[src/sv/ebm_pkg.sv]
`timescale 1ns / 1ps
// ----------------------------------------------------------------------------
// ebm_pkg
// Shared constants, codes and control types of the byte memory with endian
// select.
// ----------------------------------------------------------------------------
package ebm_pkg;

    localparam int MEM_BYTES  = 65536;
    localparam int BANKS      = 4;
    localparam int BANK_DEPTH = MEM_BYTES / BANKS;
    localparam int ROW_W      = (BANK_DEPTH > 1) ? $clog2(BANK_DEPTH) : 1;
    localparam int ADDR_W     = ROW_W + 2;

    localparam int                SIZE_W     = 17;
    localparam logic [SIZE_W-1:0] SIZE_RESET = 17'h10000;

    localparam logic [2:0] MODE_WR_WORD = 3'd5;

    localparam logic [1:0] SZ_BYTE = 2'd0;
    localparam logic [1:0] SZ_HALF = 2'd1;

    typedef struct packed {
        logic clear;
        logic capture;
        logic access;
        logic load;
    } t_cmd;

    typedef struct packed {
        logic clear_last;
    } t_sts;

endpackage

[src/sv/ebm_ctrl.sv]
`timescale 1ns / 1ps
// ----------------------------------------------------------------------------
// ebm_ctrl
// Controller: runs the clearing pass after reset, then sequences each
// request through capture, bank access, result load and delivery.
// ----------------------------------------------------------------------------
module ebm_ctrl (
    input  logic          i_clk,
    input  logic          i_rst_n,
    input  logic          i_in_valid,
    output logic          o_in_stall,
    output logic          o_out_valid,
    input  logic          i_out_stall,
    input  ebm_pkg::t_sts i_sts,
    output ebm_pkg::t_cmd o_cmd
);

    typedef enum logic [2:0] {
        S_CLEAR,
        S_IDLE,
        S_ACCESS,
        S_LOAD,
        S_OUT
    } t_state;

    t_state r_state;
    logic   r_in_stall;
    logic   r_out_valid;

    always_ff @(posedge i_clk) begin
        if (!i_rst_n) begin
            r_state     <= S_CLEAR;
            r_in_stall  <= 1'b1;
            r_out_valid <= 1'b0;
        end else begin
            unique case (r_state)
                S_CLEAR: begin
                    if (i_sts.clear_last) begin
                        r_state    <= S_IDLE;
                        r_in_stall <= 1'b0;
                    end
                end
                S_IDLE: begin
                    if (i_in_valid) begin
                        r_state    <= S_ACCESS;
                        r_in_stall <= 1'b1;
                    end
                end
                S_ACCESS: begin
                    r_state <= S_LOAD;
                end
                S_LOAD: begin
                    r_state     <= S_OUT;
                    r_out_valid <= 1'b1;
                end
                S_OUT: begin
                    if (!i_out_stall) begin
                        r_state     <= S_IDLE;
                        r_out_valid <= 1'b0;
                        r_in_stall  <= 1'b0;
                    end
                end
                default: begin
                    r_state     <= S_CLEAR;
                    r_in_stall  <= 1'b1;
                    r_out_valid <= 1'b0;
                end
            endcase
        end
    end

    always_comb begin
        o_cmd.clear   = (r_state == S_CLEAR);
        o_cmd.capture = (r_state == S_IDLE) && i_in_valid;
        o_cmd.access  = (r_state == S_ACCESS);
        o_cmd.load    = (r_state == S_LOAD);
    end

    assign o_in_stall  = r_in_stall;
    assign o_out_valid = r_out_valid;

endmodule

[config.mk]
export PLATFORM = sky130hd
export DESIGN_NAME = ebm_ctrl
export DESIGN_NICKNAME = d
export VERILOG_FILES = /design/src/sv/ebm_pkg.sv /design/src/sv/ebm_ctrl.sv
export SDC_FILE = /design/constraint.sdc
export NUM_CORES = 1
export LEC_CHECK = 0
export ABC_AREA = 1
export BUFFER_PORTS_ARGS = -buffer_cell sky130_fd_sc_hd__buf_2
export CAP_MARGIN = 15
export CORE_AREA = 2 2 39 41
export CTS_CLUSTER_SIZE = 25
export DETAILED_ROUTE_END_ITERATION = 8
export DIE_AREA = 0 0 41 43
export RECOVER_POWER = 25
export SLEW_MARGIN = 0
export SYNTH_ARGS = -nofsm -noshare
export SYNTH_HDL_FRONTEND = slang
export SYNTH_SLANG_ARGS = --single-unit
[constraint.sdc]
create_clock -name i_clk -period 1.31 [get_ports i_clk]
set_input_delay 0.3275 -clock i_clk [delete_from_list [all_inputs] [get_ports i_clk]]
set_output_delay 0.3275 -clock i_clk [all_outputs]
set_load 0.01 [all_outputs]
# --- Word level (Yosys, flattened, before mapping) ---
# Index checks and enable logic that the tools add are counted.
# W data, S select, Z words.
word_totals:
  mem_bits_ro: 0
  input_bits: 5
  elab_cells: 28
  output_inout_bits: 6
  register_bits: 5
  latch_bits: 0
  mem_count: 0
  ram_bits: 0
op_classes:
  add_sub_neg: 0
  mux: 9
  mul: 0
  n_shift: 0
  n_eq_ne: 7
  bitwise_logic: 2
  n_reduce_logical: 7
  magnitude_cmp: 0
  div_mod_pow: 0
op_table:
  columns: ["cell", "count"]
  rows:
  - ["$pmux W3 S5", 1]
  - ["$mux W3", 3]
  - ["$eq A3 B2 Y1 const B", 2]
  - ["$ne A2 B2 Y1 const B", 3]
  - ["$pmux W1 S4", 1]
  - ["$reduce_and A4 Y1", 1]
  - ["$eq A3 B1 Y1 const B", 1]
  - ["$eq A3 B3 Y1 const B", 1]
  - ["$logic_not A3 Y1", 1]
  - ["$mux W1", 3]
  - ["$pmux W1 S3", 1]
  - ["$reduce_and A3 Y1", 1]
  - ["$reduce_or A3 Y1", 1]
  - ["$not A1 Y1", 2]
  - ["$reduce_and A2 Y1", 1]
  - ["$reduce_or A2 Y1", 1]
  - ["$logic_and A1 B1 Y1", 1]

# --- Logic depth before layout (Yosys ltp) ---
depth:
  ltp_word: 4
  depth_mapped: 7

# --- Worst setup path after synthesis ---
# OpenSTA, ideal clock, no wires.
synth_timing:
  path_kind: "reg2out"
  start: "reg r_state[0]"
  end: "out o_cmd[2] (netlist name)"
  path_buffers: 0
  setup_slack_ns: 0.086
  path_stages_with_launch: 3
  arrival_ns: 0.897
  path_cell_list: "dfxtp_1 -> inv_2 -> nor4_1"
synth_lines:
  columns: ["element", "line_no", "text"]
  rows:
  - ["start, declared", "ebm_ctrl.sv:26", "t_state r_state;"]
  - ["start signal, assigned", "ebm_ctrl.sv:32", "r_state <= S_CLEAR;"]
  - ["start signal, assigned", "ebm_ctrl.sv:39", "r_state <= S_IDLE;"]
  - ["start signal, assigned", "ebm_ctrl.sv:45", "r_state <= S_ACCESS;"]
  - ["end, declared", "ebm_ctrl.sv:15", "output ebm_pkg::t_cmd o_cmd"]

==> metrics.txt <==
die area=1760 um2; Crit Path Max Fanout=5; vias in the first global route=313; internal reg-to-reg setup slack=0.14 ns; Worst path top cell family by delay=flip-flops; GP Congestion=0.835; Post-Layout Inst Area=467 um2; Yosys cell types=16; Worst Path Arrival=0.98 ns; maximum VDD drop=0.467 mV; grt met1 use=12.2%; r2r endpoint=r_state[0]; Synth top area share=34.9%; register area share after synthesis=34.9%; Max Buffers Root-to-Sink=2; DRT iter0 DRCs=6; Die X=41 um; Net Sw Frac=34.9%; layout cells sized above 1=56.7%; insertion delay to the later sink of the worst-skew pair=0.24 ns; min-delay src=i_rst_n; Rows=14; CTS H-Tree Depth=1; CORE AREA=1380 um2; Worst-path clk slew=0.04 ns; Initial DRT Pass Iterations=5; Synth top cells by count=6 x inv_1, 6 x nand2_1, 5 x dfxtp_1; total area of sequential cells=111 um2; first-pass GRT wire length=1150 um; largest net degree at the start of global routing=7; Ys Warns=0; # setup viols final=0; syn avg cell area=7.16 um2; Antenna diodes=0; Mapped Area=287 um2; top_reg_cell synth=dfxtp_1; Final ANT Viol Nets=0; Internal=416 uW; clk sink count=5; CP required=0.98 ns; GR Layer Usage met3=6.28%; CTS tree=yes; initial antenna violation count=0; IO Count=11; Placed Cells=68; R2R cell count=9; max cap viols=0; Root Driver=clkbuf_4; vias=317; Clk pwr share=27.4%; Layout Nets=66; Initial Util=20.7%; Synth area leaders=dfxtp_1 35%, inv_1 7.9%, nand2_1 7.9%; Endpoint, Worst Hold=o_in_stall; most area-hungry cell type in the Yosys netlist=dfxtp_1; worst path bufs/invs=1; LEAKAGE=0.238 nW; Switch Pwr=223 uW; drt total wl=662 um; Rel. slew slack=87.3%; syn nets=45; area occupied by multi-input gates=175 um2; met2 Usage GRT=12.5%; sequential power share=33.0%; Non-Filler Instances=76; global routing's busiest layer=met2; Worst setup EP type=primary output; Post-DP Area=372 um2; fin crit period=1.30 ns; Hold-fix buffers, CTS=0; Tcrit/Tclk final=99.5%; PD cells=1370 nW/um2; vias per cell=4.17; placed wire-length estimate=495 um; WHS Path Cells=2; I/O Buffers=10; asr flop ratio synth=0%; Post-route DRC=0; number of enable flip-flop cells after synthesis=0; Max Slew Vio Count=0; hold_ws=0.312 ns; worst path cell trace=nor4_2 > buf_2; per-cell routed wire length=8.71 um; Max Fclk=767 MHz; RSZ-0062 raised after global routing=true; final setup TNS=0 ns; DIE HEIGHT=43 um; Num CTS Buffers=3; Worst Clk Skew=0.00265 ns; Slew @ Worst Pin=0.189 ns; Synth Instances=40; startpoint types=flop; Total Routing Usage GR=10.2%; final hold violation count=0; Min-Delay Path Class=in -> reg; CP max stage cell=dfxtp_4; Comb pwr share=39.6%; status=finished clean; Reg2Reg Launch Point=r_state[2]; fin util=33.7%; CP max stage delay=0.36 ns; Setup Crit Path Kind=reg -> out; Synth Register Bits=5; Syn-to-layout area delta=62.9%; # fillers=154; Overflow after GRT=0
-- per-stage QoR --
step	power (mW)	setup WS, ns
final	0.638	0.00670
after detailed placement	0.416	0.135
after CTS	0.630	-0.0483
after global placement	0.419	0.125
after floorplan	0.339	0.0859
after global routing	0.702	-0.0676
-- state kept, by name, summed over array words and instances (netlist names) --
name and count:
o_in_stall 1, r_state 3, o_out_valid 1
-- worst register-to-register path: stages (launching register included) --
cell and delay, ns:
dfxtp_4 0.39, inv_2 0.06, nand2_2 0.10, nor2_4 0.04, buf_4 0.12, buf_4 0.12, nor2_1 0.07, o21ai_1 0.08
nand2_1 0.06, inv_1 0.03
-- worst max-delay path by stage --
stage | slack (ns) | from | endpoint | cells after the start
final | 0.007 | r_state[1] | o_cmd[2] | 2
after global routing | -0.07 | r_state[1] | o_cmd[3] | 4
after CTS | -0.05 | r_state[0] | o_cmd[2] | 3
after detailed placement | 0.14 | r_state[0] | o_cmd[2] | 3
after global placement | 0.12 | r_state[0] | o_cmd[2] | 3
after floorplan | 0.09 | r_state[0] | o_cmd[2] | 2
-- metal layers --
layer  part of all wire (%)  wire [um]
met1                     47        312
met2                     46        303
met3                    6.9         46
met4                      0          0
met5                      0          0
-- cells in the final DEF, fill, tap and decap left out, types with 3 or more instances in the layout --
cell,instances
a21oi_1,3
buf_2,9
buf_4,6
clkbuf_4,3
dfxtp_4,3
inv_1,5
nand2_1,6
nor2_1,3
o21ai_1,3
-- cells by family after synthesis --
group                  count (synthesis)  synth area share (%)
buffers and inverters                  8                  10.5
and+or+nand+nor                       21                  44.1
AOI/OAI and AO/OA                      6                  10.5
DFF                                    5                  34.9
-- power groups by stage --
| stage | Sequential (mW) | Combinational (mW) | Clock, mW |
|---|---|---|---|
| after detailed placement | 0.202 | 0.214 | 0 |
| after CTS | 0.205 | 0.239 | 0.186 |
| after floorplan | 0.207 | 0.132 | 0 |
| after global routing | 0.215 | 0.281 | 0.205 |
| final | 0.211 | 0.253 | 0.175 |
| after global placement | 0.202 | 0.216 | 0 |
-- timing repair --
action / 4_1_cts / 5_1_grt
gates resized for setup: 9 / 4
pin swaps: 3 / 5
setup buffers: 3 / 1
endpoints found under the setup margin: 4 / 4
-- cell type report --
type	count	share of cell area, %
sequential	5	23.9
multi-input combinational	27	37.5
inverter	8	6.97
tap	16	4.29
clock buffer	4	5.63
timing repair buffer	16	21.7
Power figures use the tool's default switching activity.
